### config.mk
export PLATFORM = sky130hd
export DESIGN_NAME = hll_sketch_image_deserializer_unit
export DESIGN_NICKNAME = d
export VERILOG_FILES = /design/src/rtl/core/hsid_pkg.sv /design/src/rtl/core/hll_sketch_image_deserializer_unit.sv
export SDC_FILE = /design/constraint.sdc
export NUM_CORES = 2
export LEC_CHECK = 0
export ABC_CLOCK_PERIOD_IN_PS = 11200
export BUFFER_PORTS_ARGS = -buffer_cell sky130_fd_sc_hd__buf_2
export CAP_MARGIN = 20
export CORE_ASPECT_RATIO = 0.6
export CORE_MARGIN = 10
export CORE_UTILIZATION = 53
export CTS_BUF_LIST = sky130_fd_sc_hd__clkbuf_8
export DETAILED_ROUTE_END_ITERATION = 8
export PLACE_DENSITY = 0.75
export SLEW_MARGIN = 40
export SYNTH_ARGS = -nofsm -noshare
export SYNTH_HDL_FRONTEND = slang
export SYNTH_SLANG_ARGS = --single-unit
### constraint.sdc
create_clock -name aclk -period 11.2 [get_ports aclk]
set_clock_uncertainty 0.1 [all_clocks]
set_input_delay 1.12 -clock aclk [delete_from_list [all_inputs] [get_ports aclk]]
set_output_delay 1.12 -clock aclk [all_outputs]
set_load 0.005 [all_outputs]
### src/rtl/core/hsid_pkg.sv
// ----------------------------------------------------------------------------
// HLL sketch image deserializer package
// Shared result kinds, register indexes, limits and the result word layout.
// ----------------------------------------------------------------------------
package hsid_pkg;

    // Largest precision that a header may carry.
    localparam int unsigned MaxPrecision = 18;

    // Register indexes of the configuration port.
    localparam logic CFG_DENSE_MAGIC  = 1'b0;
    localparam logic CFG_SPARSE_MAGIC = 1'b1;

    typedef enum logic [1:0] {
        KIND_HEADER    = 2'd0,
        KIND_REG_WRITE = 2'd1,
        KIND_EMPTY_END = 2'd2,
        KIND_HDR_ERROR = 2'd3
    } kind_t;

    // One result word as it waits in the output queue.
    typedef struct packed {
        logic        last;
        logic [31:0] seed;
        logic [4:0]  precision;
        logic [5:0]  reg_value;
        logic [17:0] reg_index;
        kind_t       kind;
    } result_t;

endpackage

### src/rtl/core/hll_sketch_image_deserializer_unit.sv
// ----------------------------------------------------------------------------
// HLL sketch image deserializer
// Parses a serialized HyperLogLog image byte by byte and emits header info,
// register writes, empty-image ends and header errors as result words.
// ----------------------------------------------------------------------------
//
//  Channel  | Direction | tdata (low bit up)                          | tuser       | tlast
//  ---------+-----------+---------------------------------------------+-------------+-----------
//  s_*      | in        | data_byte[7:0]                              | first_byte  | -
//  m_*      | out       | reg_index[17:0], reg_value[5:0],            | kind[1:0]   | last
//           |           | precision_out[4:0], seed_out[31:0], 3'b0    |             |
//  cfg_*    | in        | register 0 dense_magic, 1 sparse_magic      | -           | -
//
// Each accepted byte is parsed in the cycle it is accepted: the parser state
// registers and the byte feed a short block of logic whose zero, one or two
// result words go into a four-word output queue at the same clock edge.
// The first result can be taken on the next cycle. A byte is accepted in
// every cycle while the queue has room for two words; a dense body yields
// four words per three bytes, so there the output side (one word a cycle)
// sets the sustained rate. Reset is synchronous and active low; it clears
// the parser, the queue and both magic registers. A stall on m_tready only
// fills the queue, and s_tready drops once fewer than two slots are free.
//
module hll_sketch_image_deserializer_unit
    import hsid_pkg::*;
(
    input  logic        aclk,
    input  logic        aresetn,

    input  logic        s_tvalid,
    output logic        s_tready,
    input  logic [7:0]  s_tdata,   // data_byte[7:0]
    input  logic        s_tuser,   // first_byte

    output logic        m_tvalid,
    input  logic        m_tready,
    output logic [63:0] m_tdata,   // reg_index, reg_value, precision_out, seed_out, zeros
    output logic [1:0]  m_tuser,   // kind
    output logic        m_tlast,   // last

    input  logic        cfg_we,
    input  logic        cfg_index,
    input  logic [31:0] cfg_wdata
);

    typedef enum logic [1:0] {
        PH_IDLE   = 2'd0,
        PH_HEADER = 2'd1,
        PH_BODY   = 2'd2,
        PH_IGNORE = 2'd3
    } phase_t;

    // Configuration registers.
    logic [31:0] dense_magic_reg;
    logic [31:0] sparse_magic_reg;

    // Parser state.
    phase_t      phase_reg,          phase_next;
    logic [3:0]  header_pos_reg,     header_pos_next;
    logic [31:0] word_shift_reg,     word_shift_next;
    logic        sparse_mode_reg,    sparse_mode_next;
    logic [4:0]  precision_reg,      precision_next;
    logic [18:0] entries_left_reg,   entries_left_next;
    logic [17:0] next_index_reg,     next_index_next;
    logic [31:0] bit_accum_reg,      bit_accum_next;
    logic [4:0]  bits_held_reg,      bits_held_next;

    // Output queue.
    result_t     queue_reg [4];
    logic [1:0]  wr_ptr_reg;
    logic [1:0]  rd_ptr_reg;
    logic [2:0]  count_reg;

    logic        s_acc;
    logic        m_acc;
    logic [1:0]  n_res;
    result_t     res0;
    result_t     res1;
    logic [4:0]  item_cur;

    assign s_acc    = s_tvalid && s_tready;
    assign m_acc    = m_tvalid && m_tready;
    assign s_tready = (count_reg <= 3'd2);
    assign m_tvalid = (count_reg != 3'd0);

    assign m_tdata  = {3'b000, queue_reg[rd_ptr_reg].seed, queue_reg[rd_ptr_reg].precision,
                       queue_reg[rd_ptr_reg].reg_value, queue_reg[rd_ptr_reg].reg_index};
    assign m_tuser  = queue_reg[rd_ptr_reg].kind;
    assign m_tlast  = queue_reg[rd_ptr_reg].last;

    // Bits per body entry in the current image.
    assign item_cur = sparse_mode_reg ? (precision_reg + 5'd6) : 5'd6;

    function automatic logic [31:0] low_mask(input logic [4:0] n);
        return (32'h1 << n) - 32'h1;
    endfunction

    always_comb begin
        phase_t      ph;
        logic [3:0]  hp;
        logic [31:0] ws;
        logic [31:0] w;
        logic        sm;
        logic [4:0]  prec;
        logic [18:0] ent;
        logic [17:0] nidx;
        logic [31:0] acc;
        logic [4:0]  held;
        logic [18:0] cap;
        logic [31:0] acc_w;
        logic [4:0]  held_w;
        logic [4:0]  item;
        logic        take1;
        logic        take2;
        logic [4:0]  rest1;
        logic [4:0]  rest2;
        logic [31:0] chunk1;
        logic [31:0] chunk2;
        logic        last1;
        logic        last2;

        phase_next        = phase_reg;
        header_pos_next   = header_pos_reg;
        word_shift_next   = word_shift_reg;
        sparse_mode_next  = sparse_mode_reg;
        precision_next    = precision_reg;
        entries_left_next = entries_left_reg;
        next_index_next   = next_index_reg;
        bit_accum_next    = bit_accum_reg;
        bits_held_next    = bits_held_reg;
        res0  = '0;
        res1  = '0;
        n_res = 2'd0;

        ph = phase_reg;  hp = header_pos_reg;  ws = word_shift_reg;
        sm = sparse_mode_reg;  prec = precision_reg;  ent = entries_left_reg;
        nidx = next_index_reg;  acc = bit_accum_reg;  held = bits_held_reg;
        w = '0;  cap = '0;  acc_w = '0;  held_w = '0;  item = '0;
        take1 = 1'b0;  take2 = 1'b0;  rest1 = '0;  rest2 = '0;
        chunk1 = '0;  chunk2 = '0;  last1 = 1'b0;  last2 = 1'b0;

        if (s_acc) begin
            // A first byte restarts the parser in any phase.
            if (s_tuser) begin
                ph = PH_HEADER;  hp = '0;  ws = '0;  sm = 1'b0;  prec = '0;
                ent = '0;  nidx = '0;  acc = '0;  held = '0;
            end
            phase_next        = ph;
            header_pos_next   = hp;
            word_shift_next   = ws;
            sparse_mode_next  = sm;
            precision_next    = prec;
            entries_left_next = ent;
            next_index_next   = nidx;
            bit_accum_next    = acc;
            bits_held_next    = held;

            case (ph)
                PH_HEADER: begin
                    w = ws | ({24'b0, s_tdata} << {hp[1:0], 3'b000});
                    header_pos_next = hp + 4'd1;
                    if (hp[1:0] != 2'd3) begin
                        word_shift_next = w;
                    end else begin
                        word_shift_next = '0;
                        case (hp[3:2])
                            2'd0: begin
                                // Magic word; sparse wins when both registers match.
                                if (w == sparse_magic_reg) begin
                                    sparse_mode_next = 1'b1;
                                end else if (w == dense_magic_reg) begin
                                    sparse_mode_next = 1'b0;
                                end else begin
                                    phase_next = PH_IGNORE;
                                    res0.kind  = KIND_HDR_ERROR;
                                    res0.last  = 1'b1;
                                    n_res      = 2'd1;
                                end
                            end
                            2'd1: begin
                                if (w < 32'd4 || w > 32'(MaxPrecision)) begin
                                    phase_next = PH_IGNORE;
                                    res0.kind  = KIND_HDR_ERROR;
                                    res0.last  = 1'b1;
                                    n_res      = 2'd1;
                                end else begin
                                    precision_next = w[4:0];
                                end
                            end
                            2'd2: begin
                                res0.kind      = KIND_HEADER;
                                res0.precision = prec;
                                res0.seed      = w;
                                n_res          = 2'd1;
                                if (!sm) begin
                                    phase_next        = PH_BODY;
                                    entries_left_next = 19'd1 << prec;
                                    next_index_next   = '0;
                                    bit_accum_next    = '0;
                                    bits_held_next    = '0;
                                end
                            end
                            default: begin
                                // Entry count of a sparse image, capped at 2^precision.
                                cap = 19'd1 << prec;
                                if (w == 32'd0) begin
                                    phase_next = PH_IGNORE;
                                    res0.kind  = KIND_EMPTY_END;
                                    res0.last  = 1'b1;
                                    n_res      = 2'd1;
                                end else begin
                                    entries_left_next = (w > {13'b0, cap}) ? cap : w[18:0];
                                    phase_next        = PH_BODY;
                                    next_index_next   = '0;
                                    bit_accum_next    = '0;
                                    bits_held_next    = '0;
                                end
                            end
                        endcase
                    end
                end
                PH_BODY: begin
                    acc_w  = {acc[23:0], s_tdata};
                    held_w = held + 5'd8;
                    item   = sm ? (prec + 5'd6) : 5'd6;

                    take1  = (held_w >= item) && (ent != '0);
                    rest1  = held_w - item;
                    chunk1 = (acc_w >> rest1) & low_mask(item);
                    last1  = (ent == 19'd1);

                    take2  = take1 && !last1 && (rest1 >= item);
                    rest2  = rest1 - item;
                    chunk2 = (acc_w >> rest2) & low_mask(item);
                    last2  = (ent == 19'd2);

                    res0.kind      = KIND_REG_WRITE;
                    res0.reg_index = sm ? chunk1[23:6] : nidx;
                    res0.reg_value = chunk1[5:0];
                    res0.last      = last1;
                    res1.kind      = KIND_REG_WRITE;
                    res1.reg_index = sm ? chunk2[23:6] : (nidx + 18'd1);
                    res1.reg_value = chunk2[5:0];
                    res1.last      = last2;

                    if (take2) begin
                        n_res             = 2'd2;
                        bits_held_next    = rest2;
                        bit_accum_next    = acc_w & low_mask(rest2);
                        entries_left_next = ent - 19'd2;
                        next_index_next   = sm ? nidx : (nidx + 18'd2);
                        if (last2) begin
                            phase_next = PH_IGNORE;
                        end
                    end else if (take1) begin
                        n_res             = 2'd1;
                        bits_held_next    = rest1;
                        bit_accum_next    = acc_w & low_mask(rest1);
                        entries_left_next = ent - 19'd1;
                        next_index_next   = sm ? nidx : (nidx + 18'd1);
                        if (last1) begin
                            phase_next = PH_IGNORE;
                        end
                    end else begin
                        bits_held_next = held_w;
                        bit_accum_next = acc_w;
                    end
                end
                default: begin
                end
            endcase
        end
    end

    always_ff @(posedge aclk) begin
        if (!aresetn) begin
            dense_magic_reg  <= '0;
            sparse_magic_reg <= '0;
            phase_reg        <= PH_IDLE;
            header_pos_reg   <= '0;
            word_shift_reg   <= '0;
            sparse_mode_reg  <= 1'b0;
            precision_reg    <= '0;
            entries_left_reg <= '0;
            next_index_reg   <= '0;
            bit_accum_reg    <= '0;
            bits_held_reg    <= '0;
            wr_ptr_reg       <= '0;
            rd_ptr_reg       <= '0;
            count_reg        <= '0;
        end else begin
            if (cfg_we) begin
                case (cfg_index)
                    CFG_DENSE_MAGIC:  dense_magic_reg  <= cfg_wdata;
                    CFG_SPARSE_MAGIC: sparse_magic_reg <= cfg_wdata;
                    default: begin
                    end
                endcase
            end

            phase_reg        <= phase_next;
            header_pos_reg   <= header_pos_next;
            word_shift_reg   <= word_shift_next;
            sparse_mode_reg  <= sparse_mode_next;
            precision_reg    <= precision_next;
            entries_left_reg <= entries_left_next;
            next_index_reg   <= next_index_next;
            bit_accum_reg    <= bit_accum_next;
            bits_held_reg    <= bits_held_next;

            if (n_res != 2'd0) begin
                queue_reg[wr_ptr_reg] <= res0;
            end
            if (n_res == 2'd2) begin
                queue_reg[wr_ptr_reg + 2'd1] <= res1;
            end
            wr_ptr_reg <= wr_ptr_reg + n_res;
            if (m_acc) begin
                rd_ptr_reg <= rd_ptr_reg + 2'd1;
            end
            count_reg <= count_reg + {1'b0, n_res} - {2'b00, m_acc};
        end
    end

    // The queue never holds more words than it has slots.
    a_queue_bound: assert property (@(posedge aclk) disable iff (!aresetn)
        count_reg <= 3'd4)
        else $error("output queue overflow");

    // A byte dropped while idle or ignoring adds no result.
    a_drop_silent: assert property (@(posedge aclk) disable iff (!aresetn)
        (s_acc && !s_tuser && (phase_reg == PH_IDLE || phase_reg == PH_IGNORE) && !m_acc)
        |=> count_reg == $past(count_reg))
        else $error("result produced outside an image");

    // Between bytes, the body never holds a whole entry's worth of bits.
    a_bits_below_item: assert property (@(posedge aclk) disable iff (!aresetn)
        (phase_reg == PH_BODY) |-> (bits_held_reg < item_cur))
        else $error("bit accumulator kept a complete entry");

    // A final result always moves the parser into the ignore phase.
    a_last_ends_image: assert property (@(posedge aclk) disable iff (!aresetn)
        (s_acc && ((n_res != 2'd0 && res0.last && n_res == 2'd1) ||
                   (n_res == 2'd2 && res1.last)))
        |=> phase_reg == PH_IGNORE)
        else $error("image end without leaving the parse phases");

endmodule
== Yosys cells after proc, flatten, opt, wreduce, memory -nomap -nowiden ==
Memories as Yosys holds them, arrays and structs flattened. A register that Yosys moved wholly into a read port is not among the register bits.
Index checks and enable logic that the tools add are counted.

* Register bits: 189
* RAM bits: 256
* Input port bits: 47
* Output and inout port bits: 69
* Logic and storage cells: 192
* Memories kept: 1

{| class="wikitable"
|+ Memory list
! memory !! depth !! bits a word !! rd ports !! clocked after Yosys merged registers in !! write ports !! line !! text
|-
| queue_reg || 4 || 64 || 1 || 1 || 2 || hll_sketch_image_deserializer_unit.sv:69 || <nowiki>result_t queue_reg [4];</nowiki>
|}

* Add/subtract/negate cells: 17
* Magnitude comparators: 6
* Equal/unequal tests: 10
* Shifts and indexed selects: 7
* Mux-type cells: 116
* Bitwise gates (word level): 6
* Reductions and logical operators: 15

{| class="wikitable"
|+ Operator list
! operator !! number
|-
| two-way mux 32 bit || 11
|-
| two-way mux 18 bit || 11
|-
| two-way mux 19 bit || 8
|-
| case mux 32 bit (2 select lines) || 2
|-
| case mux 19 bit (2 select lines) || 2
|-
| two-way mux 37 bit || 2
|-
| case mux 18 bit (2 select lines) || 2
|-
| two-way mux 5 bit || 14
|-
| AND 32 bit || 2
|-
| == test 32 bit || 2
|-
| two-way mux 64 bit || 1
|-
| left shift 1 x 5 -> 32 bit (first input constant) || 2
|-
| >> shifter 32 x 5 -> 24 bit || 2
|-
| subtractor 32 x 1 -> 32 bit (second input constant) || 2
|-
| two-way mux 26 bit || 2
|-
| AND 24 bit || 2
|-
| two-way mux 2 bit || 21
|-
| two-way mux 38 bit || 1
|-
| > comparator 32 x 19 -> 1 bit || 1
|-
| > comparator 32 x 5 -> 1 bit (second input constant) || 1
|-
| zero test 32 bit || 1
|-
| less-than comparator 32 x 3 -> 1 bit (second input constant) || 1
|-
| bitwise OR 32 bit || 1
|-
| left shift 8 x 5 -> 32 bit || 1
|-
| other kinds (40) || 82
|}

== Longest topological paths before layout ==
* Word-level depth: 16
* Mapped depth: 36

== Worst setup path before layout ==
OpenSTA, ideal clock, no wires.

* Kind: input -> register
* From: input s_tuser
* To: memory queue_reg[0][0] (netlist bit) (enable)
* Data arrival time: 7894 ps
* Path slack: 2823 ps
* Cell stages on the path: 29
* Buffers on the path: 12
* Cells stage by stage: buf_6 > clkinv_1 > clkbuf_1 > buf_1 > clkbuf_1 > clkbuf_1 > clkbuf_1 > nand2_1 > ha_1 > xor2_1 > nor2_1 > inv_1 > ha_1 > nor3b_1 > or2_2 > clkbuf_1 > inv_1 > clkbuf_1 > clkbuf_1 > ha_1 > or3_1 > o221ai_1 > or2_2 > clkbuf_1 > nor3_1 > buf_2 > o211ai_4 > buf_4 > nand2_1

{| class="wikitable"
|+ RTL lines
! element !! line !! text
|-
| start, declared || hll_sketch_image_deserializer_unit.sv:33 || <nowiki>input logic s_tuser,</nowiki>
|-
| end, declared || hll_sketch_image_deserializer_unit.sv:69 ||
|}

== Worst setup path in the final report ==
* From: input s_tuser
* To: register count_reg[2]

* Word-level cells in the longest chain between the ends: 13

{| class="wikitable"
|+ RTL lines
! element !! line !! text
|-
| two-way mux 4 bit or two-way mux 5 bit (tied branches) || hll_sketch_image_deserializer_unit.sv:144 || <nowiki>if (s_tuser) begin</nowiki>
|-
| two-way mux 4 bit or two-way mux 5 bit (tied branches) || hll_sketch_image_deserializer_unit.sv:142 || <nowiki>if (s_acc) begin</nowiki>
|-
| left shift 8 x 5 -> 32 bit or adder 5 x 3 -> 5 bit (tied branches) || hll_sketch_image_deserializer_unit.sv:160, hll_sketch_image_deserializer_unit.sv:225 ||
|-
| bitwise OR 32 bit or two-way mux 5 bit (tied branches) || hll_sketch_image_deserializer_unit.sv:160, hll_sketch_image_deserializer_unit.sv:225 ||
|-
| less-than comparator 32 x 3 -> 1 bit (tied with other cells) || hll_sketch_image_deserializer_unit.sv:181 || <nowiki>if (w < 32'd4 || w > 32'(MaxPrecision)) begin</nowiki>
|-
| logical OR 1 bit (tied with other cells) || hll_sketch_image_deserializer_unit.sv:181 ||
|-
| two-way mux 1 bit (tied with other cells) || hll_sketch_image_deserializer_unit.sv:181 ||
|-
| case mux 2 bit (3 select lines) or logical AND 1 bit (tied branches) || hll_sketch_image_deserializer_unit.sv:166, hll_sketch_image_deserializer_unit.sv:232 ||
|-
| two-way mux 2 bit, on equally long branches || hll_sketch_image_deserializer_unit.sv:162, hll_sketch_image_deserializer_unit.sv:246 ||
|-
| case mux 2 bit (2 select lines) * || hll_sketch_image_deserializer_unit.sv:158 || <nowiki>case (ph)</nowiki>
|-
| two-way mux 2 bit * || hll_sketch_image_deserializer_unit.sv:142 ||
|-
| adder 3 x 2 -> 3 bit * || hll_sketch_image_deserializer_unit.sv:321 || <nowiki>count_reg <= count_reg + {1'b0, n_res} - {2'b00, m_acc};</nowiki>
|-
| subtractor 3 x 1 -> 3 bit * || hll_sketch_image_deserializer_unit.sv:321 ||
|-
| end signal, assigned || hll_sketch_image_deserializer_unit.sv:321 ||
|-
| end, declared || hll_sketch_image_deserializer_unit.sv:72 || <nowiki>logic [2:0] count_reg;</nowiki>
|}

Every way passes the cells marked *; elsewhere a longest branch is shown, timed or not. The select of a mux whose other input is x is not followed.
A chain may end at the register's enable or synchronous reset.

==> flow_summary.yaml <==
status:
  status: "complete, no violations"
place:
  pre_cts_ws_ps: 3150
  globalplace.congestion: 1.09
  dpl.hpwl_um: 79200
  port-buffer-count: 112
sta:
  min_period_ps: 7590
  finalCritPeriodShare_pct: 67.8
  max_slew_margin_pct: 34.4
  setup_viol: 0
  max_freq_ghz: 0.132
  worstMarginPinSlew_ps: 982
  drv_slew: 0
  rsz0062_at_grt: "no"
  timing.setup.tns_ps: 0
  setup_ws_ps: 3610
  final_hold_viol_count: 0
setup_path:
  crit_required_ps: 11610
  crit_fanout: 78
  cp-end-kind: "flip-flop"
  r2r-end: "count_reg[2]"
  worstReg2RegStart: "precision_reg[1]"
  r2r_slack_ps: 4170
  reg2reg_depth: 25
  critical_path.slowest_cell: "or2_2"
  crit_top_cell: "ha_1"
  arrival_ps: 8000
  crit_type: "primary input to flip-flop"
  start_kind: "primary input"
  critPathBufInv: 7
  cp_top_family: "simple AND/OR/NAND/NOR gates"
  critPathMaxStageDelay_ps: 700
final_layout:
  largest_reg_flops: 256
  fillers: 5036
  regArea_um2: 9840
  syn2layout_area_growth_pct: 8.24
  multi_input_area_um2: 17800
  drive_gt1_share_pct: 14.0
  final_nets: 3622
clocking:
  clk_pin_slew_ps: 90
  ctsHoldBuffers: 0
  cts.sinks: 439
  numCtsBuffers: 69
  root_buffer: "clkbuf_8"
  clk_latency_ps: 690
  cts_setup_buffers: 0
  cts_resized: 0
  cts_tree: "built"
  cts.htree.levels: 3
  clockBufferDepth: 3
run:
  cap_violations: 0
routing:
  antenna_left: 0
  wl_per_cell_um: 26.4
  drt-total-wl_um: 113000
  drc: 0
  first_iter_violations: 5121
  via_per_inst: 7.01
  first_pass_iters: 9
  vias: 30128
grt:
  grt_max_degree: 79
  grt_overflow: 0
  grt_pass1_wl_um: 171000
  antenna_found_initial: 4
  first_global_vias: 27206
  grt_use_total_pct: 33.2
logic_synthesis:
  synthArstFlopShare_pct: 0
  synth_edf_count: 104
  ys_ff_latch: 439
  yosysSeqAreaShare_pct: 33.6
  syn_inst: 3583
  synth_area_um2: 29200
  syn_area_per_cell_um2: 8.16
  synthFlopType: "dfxtp_1"
  yosys_warnings: 0
  synth.distinct_cells: 95
pwr:
  ir_worst_vdd_uv: 113
  p_per_area_nw_per_um2: 135
  leakage_nw: 10.8
min_path:
  hold_path_startpoint: "bits_held_reg[2]"
  hold_depth: 2
  hold_class: "flip-flop to flip-flop"
  holdPathEnd: "bits_held_reg[2]"
floorplanning:
  dieWidth_um: 323
  start_util_pct: 53.8
  rows: 66
  die_area_um2: 65200
  ios: 116
  core-area_um2: 54300
  die_y_um: 202
## kinds of logic (layout without fill, tap and decap cells)
| family | after synthesis | in the layout | share of synthesized area [%] |
|---|---|---|---|
| simple gates | 1338 | 1338 | 22.3 |
| compound gates | 1122 | 1122 | 24.2 |
| flops | 439 | 439 | 33.6 |
| buf+inv | 411 | 408 | 6.12 |
| mux | 174 | 174 | 10.1 |
| fa+ha+maj | 51 | 51 | 2.25 |
| xor+xnor | 47 | 47 | 1.41 |
| other cells | 1 | 4 | 0.0128 |
## power breakdown
part,total (mW),internal [mW],switching (mW)
combinational,0.990,0.364,0.625
clock,1.57,0.849,0.723
sequential,1.72,1.65,0.0709
total,4.28,2.86,1.42
## placed cells by master (no fill, tap or decap), types with 19 or more instances in the layout
cell type and count:
a211oi_1 64, or3_1 21, nand4_1 30, nand2b_1 20, nand2_1 448, mux2i_1 66
nor3_1 86, nor4_1 45, mux4_2 94, a22oi_1 43, buf_2 111, xnor2_1 20
buf_4 96, and3_1 44, o22ai_1 105, edfxtp_1 104, nand3_1 228, xor2_1 20
nand3b_1 19, o21ai_0 300, inv_1 82, dfxtp_1 333, o21ai_1 29, ha_1 46
nor2b_1 46, clkbuf_8 88, nor3b_1 38, a21oi_1 289, o211ai_1 28, a31oi_1 35
nor2_1 223
## worst register-to-register path, cell delays in order (launching register included)
cell	delay, ps
dfxtp_1	560
nand2_1	100
ha_1	230
xor2_1	500
nor2_1	230
inv_1	220
ha_1	300
nor3b_1	380
or2_2	700
inv_1	140
ha_1	240
a311o_1	310
o221ai_1	480
nor2_1	310
nor2_1	170
buf_4	280
nand2_1	160
and2_1	230
ha_1	270
inv_1	60
ha_1	140
inv_1	50
fa_1	370
xnor2_1	180
xnor2_1	140
nor2_1	50
## synthesized netlist by cell type, types with 44 or more instances
| cell type | count | area share [%] |
|---|---|---|
| mux2i_1 | 66 | 2.3 |
| inv_1 | 64 | 0.82 |
| buf_2 | 44 | 0.75 |
| nor2b_1 | 49 | 1.0 |
| o22ai_1 | 105 | 2.2 |
| edfxtp_1 | 104 | 11 |
| mux4_2 | 94 | 7.2 |
| nand3_1 | 228 | 3.9 |
| nor3_1 | 87 | 1.5 |
| nor2_1 | 224 | 2.9 |
| nand2_1 | 451 | 5.8 |
| and3_1 | 45 | 0.96 |
| o21ai_0 | 303 | 5.2 |
| clkbuf_1 | 234 | 3.0 |
| ha_1 | 47 | 2.0 |
| nor4_1 | 47 | 1.0 |
| a211oi_1 | 64 | 1.6 |
| a21oi_1 | 289 | 4.9 |
| dfxtp_1 | 335 | 23 |
## final cells by class
type,instances,share of cell area (%)
diodes,1,0.00791
clock buffers,87,3.79
clock inverters,41,1.15
inverters,69,0.827
multi-input cells,2735,56.1
flip-flops and latches,439,31.1
well taps,714,2.82
repair buffers,211,4.19
## per-layer routing
layer	GRT usage (%)	up-vias	share of wire, %
met2	44.8	2152	40
met3	11.0	308	15
met5	0	-	0.026
met1	48.5	14364	42
met4	10.9	4	3.5
li1	-	13300	-
## through the flow
step | util, % | cells | power [mW] | instance area (um^2) | hold WS, ps
after floorplan | - | 3585 | 2.39 | 29200 | 327
after global placement | 55.2 | 4165 | 2.70 | 30000 | 335
after detailed placement | 55.3 | 4167 | 2.71 | 30000 | 344
after CTS | 58.2 | 4295 | 4.25 | 31600 | 354
after global routing | 58.2 | 4296 | 4.42 | 31600 | 380
final | 58.2 | 4297 | 4.28 | 31600 | 358
## how the worst max path moves through the flow
stage / slack [ps] / start / end / depth (start not counted)
after floorplan: 2820 / s_tuser / queue_reg[0][0] / 29
after global routing: 3120 / s_tuser / count_reg[2] / 27
after CTS: 3820 / s_tuser / count_reg[2] / 27
after global placement: 3110 / s_tuser / queue_reg[2][22] / 19
final: 3610 / s_tuser / count_reg[2] / 27
after detailed placement: 3150 / s_tuser / count_reg[2] / 27
No activity file was read; power rests on OpenSTA's default activity.
